==> src/rtl/tvs_pkg.sv <==
// Shared types, constants and lerp helpers for the trilinear volume sampler.
// No dependencies.
package tvs_pkg;

  localparam int MAX_DIM_DEF = 32;
  localparam int SAMPLE_BITS = 16;
  localparam int SIZE_W      = 6;
  localparam int VOX_W       = 5;
  localparam int DATA_W      = 16;
  localparam int COORD_W     = 8;   // holds an index for any grid up to 256 points
  localparam int Q_DEPTH     = 4;
  localparam int OUT_DEPTH   = 8;
  localparam int PROD_W      = DATA_W + 1 + SAMPLE_BITS + 1;

  localparam logic OP_WRITE  = 1'b0;
  localparam logic OP_SAMPLE = 1'b1;

  typedef enum logic [1:0] {
    REG_SIZE_X = 2'd0,
    REG_SIZE_Y = 2'd1,
    REG_SIZE_Z = 2'd2
  } cfg_reg_t;

  // decoded item between front and back
  typedef struct packed {
    logic                   op;
    logic                   wr_ok;
    logic [COORD_W-1:0]     x;
    logic [COORD_W-1:0]     y;
    logic [COORD_W-1:0]     z;
    logic [SAMPLE_BITS-1:0] tx;
    logic [SAMPLE_BITS-1:0] ty;
    logic [SAMPLE_BITS-1:0] tz;
    logic [DATA_W-1:0]      value;
  } item_t;

  // a zero fraction ignores the upper end, which may lie past the grid
  function automatic logic signed [PROD_W-1:0] lerp_mul(
      input logic signed [DATA_W-1:0] a,
      input logic signed [DATA_W-1:0] b,
      input logic [SAMPLE_BITS-1:0]   t);
    logic signed [DATA_W:0]        d;
    logic signed [SAMPLE_BITS:0]   ts;
    if (t == '0) return '0;
    d  = {b[DATA_W-1], b} - {a[DATA_W-1], a};
    ts = {1'b0, t};
    return PROD_W'(d * ts);
  endfunction

  // floor shift and add; the result always stays between the lerp ends
  function automatic logic signed [DATA_W-1:0] lerp_fin(
      input logic signed [DATA_W-1:0] a,
      input logic signed [PROD_W-1:0] p);
    logic signed [PROD_W-SAMPLE_BITS-1:0] q;
    logic signed [PROD_W-SAMPLE_BITS-1:0] s;
    q = p[PROD_W-1:SAMPLE_BITS];
    s = (PROD_W-SAMPLE_BITS)'(a) + q;
    return s[DATA_W-1:0];
  endfunction

endpackage

==> src/rtl/tvs_front.sv <==
// Front end: takes input beats, maps sample points to base index and fraction,
// and queues decoded items for the back end. Depends on tvs_pkg.
module tvs_front import tvs_pkg::*; #(
  parameter int MAX_DIM = MAX_DIM_DEF
) (
  input  logic                     clk,
  input  logic                     rst_n,
  input  logic                     in_push,
  output logic                     in_full,
  input  logic                     in_op,
  input  logic [VOX_W-1:0]         in_voxel_x,
  input  logic [VOX_W-1:0]         in_voxel_y,
  input  logic [VOX_W-1:0]         in_voxel_z,
  input  logic signed [DATA_W-1:0] in_voxel_value,
  input  logic signed [15:0]       in_point_x,
  input  logic signed [15:0]       in_point_y,
  input  logic signed [15:0]       in_point_z,
  input  logic [SIZE_W-1:0]        size_x,
  input  logic [SIZE_W-1:0]        size_y,
  input  logic [SIZE_W-1:0]        size_z,
  output logic                     q_valid,
  output item_t                    q_head,
  input  logic                     q_pop
);

  localparam int AW  = $clog2(MAX_DIM);
  localparam int NW  = AW + 1;
  localparam int GW  = SAMPLE_BITS + AW;
  localparam int QPW = $clog2(Q_DEPTH);

  function automatic logic [NW-1:0] eff_size(input logic [SIZE_W-1:0] s);
    if (s == '0) return NW'(1);
    if (32'(s) > MAX_DIM) return NW'(MAX_DIM);
    return NW'(s);
  endfunction

  function automatic logic [GW-1:0] map_axis(input logic [15:0] p,
                                             input logic [SIZE_W-1:0] s);
    logic [SAMPLE_BITS-1:0] u;
    logic [NW-1:0]          n;
    logic [AW-1:0]          nm1;
    u   = SAMPLE_BITS'(p) ^ (SAMPLE_BITS'(1) << (SAMPLE_BITS - 1));
    n   = eff_size(s);
    nm1 = AW'(n - NW'(1));
    return GW'(u) * GW'(nm1);
  endfunction

  item_t            q_mem [Q_DEPTH];
  logic [QPW-1:0]   wp_r, rp_r;
  logic [QPW:0]     cnt_r;
  logic             push;
  item_t            dec;
  logic [GW-1:0]    gx, gy, gz;

  assign in_full = (cnt_r == (QPW+1)'(Q_DEPTH));
  assign push    = in_push && !in_full;
  assign q_valid = (cnt_r != '0);
  assign q_head  = q_mem[rp_r];

  always_comb begin
    gx = map_axis(in_point_x, size_x);
    gy = map_axis(in_point_y, size_y);
    gz = map_axis(in_point_z, size_z);
    dec       = '0;
    dec.op    = in_op;
    dec.value = in_voxel_value;
    if (in_op == OP_WRITE) begin
      dec.wr_ok = (32'(in_voxel_x) < MAX_DIM) && (32'(in_voxel_y) < MAX_DIM) &&
                  (32'(in_voxel_z) < MAX_DIM);
      dec.x = COORD_W'(in_voxel_x);
      dec.y = COORD_W'(in_voxel_y);
      dec.z = COORD_W'(in_voxel_z);
    end else begin
      dec.x  = COORD_W'(gx[SAMPLE_BITS +: AW]);
      dec.y  = COORD_W'(gy[SAMPLE_BITS +: AW]);
      dec.z  = COORD_W'(gz[SAMPLE_BITS +: AW]);
      dec.tx = gx[SAMPLE_BITS-1:0];
      dec.ty = gy[SAMPLE_BITS-1:0];
      dec.tz = gz[SAMPLE_BITS-1:0];
    end
  end

  always_ff @(posedge clk) begin
    if (push) q_mem[wp_r] <= dec;
  end

  always_ff @(posedge clk) begin
    if (!rst_n) begin
      wp_r  <= '0;
      rp_r  <= '0;
      cnt_r <= '0;
    end else begin
      if (push) wp_r <= wp_r + QPW'(1);
      if (q_pop) rp_r <= rp_r + QPW'(1);
      cnt_r <= cnt_r + (QPW+1)'(push) - (QPW+1)'(q_pop);
    end
  end

endmodule

==> config.mk <==
export PLATFORM = sky130hd
export DESIGN_NAME = tvs_front
export DESIGN_NICKNAME = d
export VERILOG_FILES = /design/src/rtl/tvs_pkg.sv /design/src/rtl/tvs_front.sv
export SDC_FILE = /design/constraint.sdc
export NUM_CORES = 1
export LEC_CHECK = 0
export BUFFER_PORTS_ARGS = -buffer_cell sky130_fd_sc_hd__buf_2
export CAP_MARGIN = 25
export CELL_PAD_IN_SITES_DETAIL_PLACEMENT = 0
export CELL_PAD_IN_SITES_GLOBAL_PLACEMENT = 2
export CORE_MARGIN = 4
export CORE_UTILIZATION = 44
export CTS_CLUSTER_DIAMETER = 30
export DETAILED_ROUTE_END_ITERATION = 12
export HOLD_SLACK_MARGIN = 0.05
export PLACE_DENSITY_LB_ADDON = 0.05
export SLEW_MARGIN = 20
export SYNTH_ARGS = -nofsm -noshare
export SYNTH_HDL_FRONTEND = slang
export SYNTH_SLANG_ARGS = --single-unit
==> constraint.sdc <==
create_clock -name clk -period 9.04 [get_ports clk]
set_input_delay 1.356 -clock clk [delete_from_list [all_inputs] [get_ports clk]]
set_output_delay 1.356 -clock clk [all_outputs]
set_load 0.005 [all_outputs]
==> flow_summary_export.csv <==
group,metric,value,unit
final_layout,final_nets,2112,
clock_network,insertion_delay,0.56,ns
final_layout,syn2layout_area_growth,16.2,%
route,wl,45300,µm
route,first_pass_iters,6,
logic_synthesis,syn-mean-instance-area,13.0,µm²
logic_synthesis,yosys.cell_count.top_type,"edfxtp_1",
sta,tightest_slew,0.950,ns
clock_network,cts_tree,"built",
logic_synthesis,yosys-top-cells-area,"edfxtp_1 (47%), fa_1 (12%), mux4_2 (8.9%)",
logic_synthesis,syn_inst,1585,
pwr,power.leakage,0.00965,µW
pwr,powerDensity,290,mW/mm²
sta,fin_tns_setup,0,ns
clock_network,clock-sinks,333,
worst_hold_path,min_path_type,"flop to flop",
pwr,p_clk_share,27.8,%
job,maxCapViolCount,0,
logic_synthesis,synthTopCellsByCount,"edfxtp_1 (324), inv_1 (195), fa_1 (127)",
sta,finClkSkew,0.0314,ns
critical_path,critPathLaunchType,"input port",
final_layout,fin_area,0.0239,mm²
sta,period_share,70.4,%
clock_network,cts-root-buf,"clkbuf_16",
grt,grt_pass1_vias,13500,
sta,report.final.slew_viol_count,0,
logic_synthesis,synth_flop_cell,"edfxtp_1",
critical_path,arrival,6.61,ns
logic_synthesis,synth_top_area_share,47.3,%
floorplanning,die_h,224,µm
logic_synthesis,yosys.area.top_type,"edfxtp_1",
sta,final_hold_viol_count,0,
route,drtIter0Drc,629,
placed_design,place_congestion,0.797,
logic_synthesis,synth_warnings,0,
clock_network,htreeDepth,2,
clock_network,cts_buffers,53,
pwr,switchingPower,2440,µW
logic_synthesis,async_reset_ff_share,0,%
floorplanning,initial_core_util,44.9,%
route,drcViolationCount,0,
placed_design,portBuffers,184,
critical_path,worstPathRequired,9.29,ns
grt,grt_pass1_wl,73800,µm
grt,grt.overflow.total,0,
sta,finalSetupViolCount,0,
floorplanning,rows,78,
route,via_per_inst,5.17,
pwr,comb_power_share,39.9,%
route,vias,12600,
pwr,power.share.switching,35.1,%
critical_path,cp-end-kind,"flop",
logic_synthesis,synth_edf_count,324,
grt,grt.total_usage,18.3,%
route,antenna_left,0,
pwr,peakVddDrop,0.180,mV
sta,fmax,157,MHz
sta,timing.final.crit_period,6.36,ns
logic_synthesis,synth_area,0.0206,mm²
floorplanning,dieArea,0.0503,mm²
grt,antenna_found_initial,2,
critical_path,crit_type,"input port to flop",
logic_synthesis,synth.distinct_cells,61,
logic_synthesis,ys_seq_area_share,48.2,%
floorplanning,core_area,0.0458,mm²
sta,slew_headroom,35.9,%
final_layout,drive_gt1_share,21.2,%
route,wl_per_cell,18.7,µm
pwr,p_int,4500,µW
final_layout,antennaDiodeCount,0,
clock_network,cts_resized,0,
logic_synthesis,ys_seq_elements,333,
clock_network,cts_hold_buf,0,
placed_design,dp_hpwl,32900,µm
floorplanning,io-pin-count,194,
floorplanning,die_w,224,µm
clock_network,cts_max_path_buffers,3,
grt,grt_max_degree,61,
sta,rsz0062_at_grt,"no",
placed_design,place_area,0.0221,mm²
run_status,outcome,"finished clean",
pwr,pwr-share-seq,32.2,%
clock_network,cts.clk_slew.worst_paths,0.05,ns
critical_path,cp_max_fo,17,
clock_network,cts_setup_buffers,0,
critical_path,reg2reg_slack,6.35,ns
-- state kept, by name, summed over array words and instances (netlist names), named ones only --
signal,cells
cnt_r,3
rp_r,2
wp_r,2
q_mem,324
-- cells by family (layout without fill, tap and decap cells) --
logic type	count (synthesis)	after routing	share of synthesized area (%)
muxes	88	88	9.22
and+or+nand+nor	468	468	12.2
adders and majority gates	223	223	18.2
xor gates and xnor gates	32	32	1.36
DFF	333	333	48.2
AOI/OAI and AO/OA	183	183	5.89
other	1	9	0.0182
buffers and inverters	257	495	4.93
-- worst max-delay path, stage by stage --
cell and delay, ns:
buf_2 0.11, nor4_1 0.27, o21bai_1 0.09, buf_4 0.20, ha_1 0.26, a21oi_1 0.18
nand2_1 0.32, and2_1 0.30, fa_1 0.46, fa_1 0.49, inv_1 0.05, fa_1 0.47
inv_1 0.04, ha_1 0.33, a21oi_1 0.16, nor2_1 0.05, a211oi_1 0.55, a211oi_1 0.19
o311ai_0 0.72
-- stage by stage --
stage               hold slack [ns]  total power [µW]  utilization (%)  std cells  setup slack [ns]
floorplan                     0.528              4220                -       1593              2.54
global placement              0.550              5060             48.3       2330              1.95
finish                        0.569              6940             52.2       2431              2.68
global route                  0.613              7480             52.2       2431              2.06
CTS                           0.569              7030             52.2       2430              2.55
detailed placement            0.564              5080             48.4       2331              1.99
-- power by group through the flow --
stage                     clock (µW)  combinational, µW  sequential (µW)
after floorplan                    0               1980             2240
after global routing            2050               3170             2260
final                           1930               2770             2240
after detailed placement           0               2810             2270
after global placement             0               2810             2250
after CTS                       1970               2830             2240
-- worst paths after layout --
path | from | end | cells past startpoint
setup / recovery | size_y[1] | q_mem[0][76] | 19
hold / removal | wp_r[1] | wp_r[1] | 2
setup reg to reg | cnt_r[1] | q_mem[1][16] | 4
hold reg to reg | wp_r[1] | wp_r[1] | 2
-- cells in the final DEF, fill, tap and decap left out, types with 7 or more instances in the layout --
cell / Yosys / final
mux4_2: 81 / 81
inv_6: 0 / 8
buf_2: 12 / 184
inv_1: 195 / 194
nor3b_1: 9 / 9
o211ai_1: 7 / 7
xnor2_1: 18 / 18
and2_1: 63 / 59
nand2b_1: 37 / 37
o21ai_0: 20 / 20
nor2b_1: 126 / 126
o21a_1: 11 / 11
a21oi_1: 66 / 66
o21bai_1: 12 / 12
dfxtp_1: 9 / 7
and3_1: 9 / 9
clkbuf_16: 0 / 53
edfxtp_1: 324 / 324
clkinv_2: 0 / 9
nor3_1: 23 / 23
clkinvlp_4: 0 / 7
buf_4: 9 / 17
a21o_1: 19 / 19
ha_1: 96 / 96
nor2_1: 62 / 62
conb_1: 1 / 9
nand2_1: 96 / 96
nand4_1: 10 / 10
clkinv_1: 0 / 7
nand3_1: 16 / 16
xor2_1: 14 / 14
fa_1: 127 / 127
-- routing by layer --
layer | vias up | share of wire [%] | GRT usage, %
met5 | - | 0.018 | 0
met4 | 2 | 1.3 | 2.92
met3 | 47 | 3.7 | 2.53
met2 | 225 | 50 | 31.4
met1 | 6294 | 45 | 25.5
li1 | 5995 | - | -
-- area by class of cell --
type | count | area (µm²)
Clock inverter | 40 | 403
Inverter | 195 | 732
Timing Repair Buffer | 201 | 1050
Tap cell | 600 | 751
Clock buffer | 59 | 1350
Sequential cell | 333 | 9920
Fill cell | 4033 | 21900
Multi-Input combinational cell | 1003 | 9690
No activity file was read; power rests on OpenSTA's default activity.
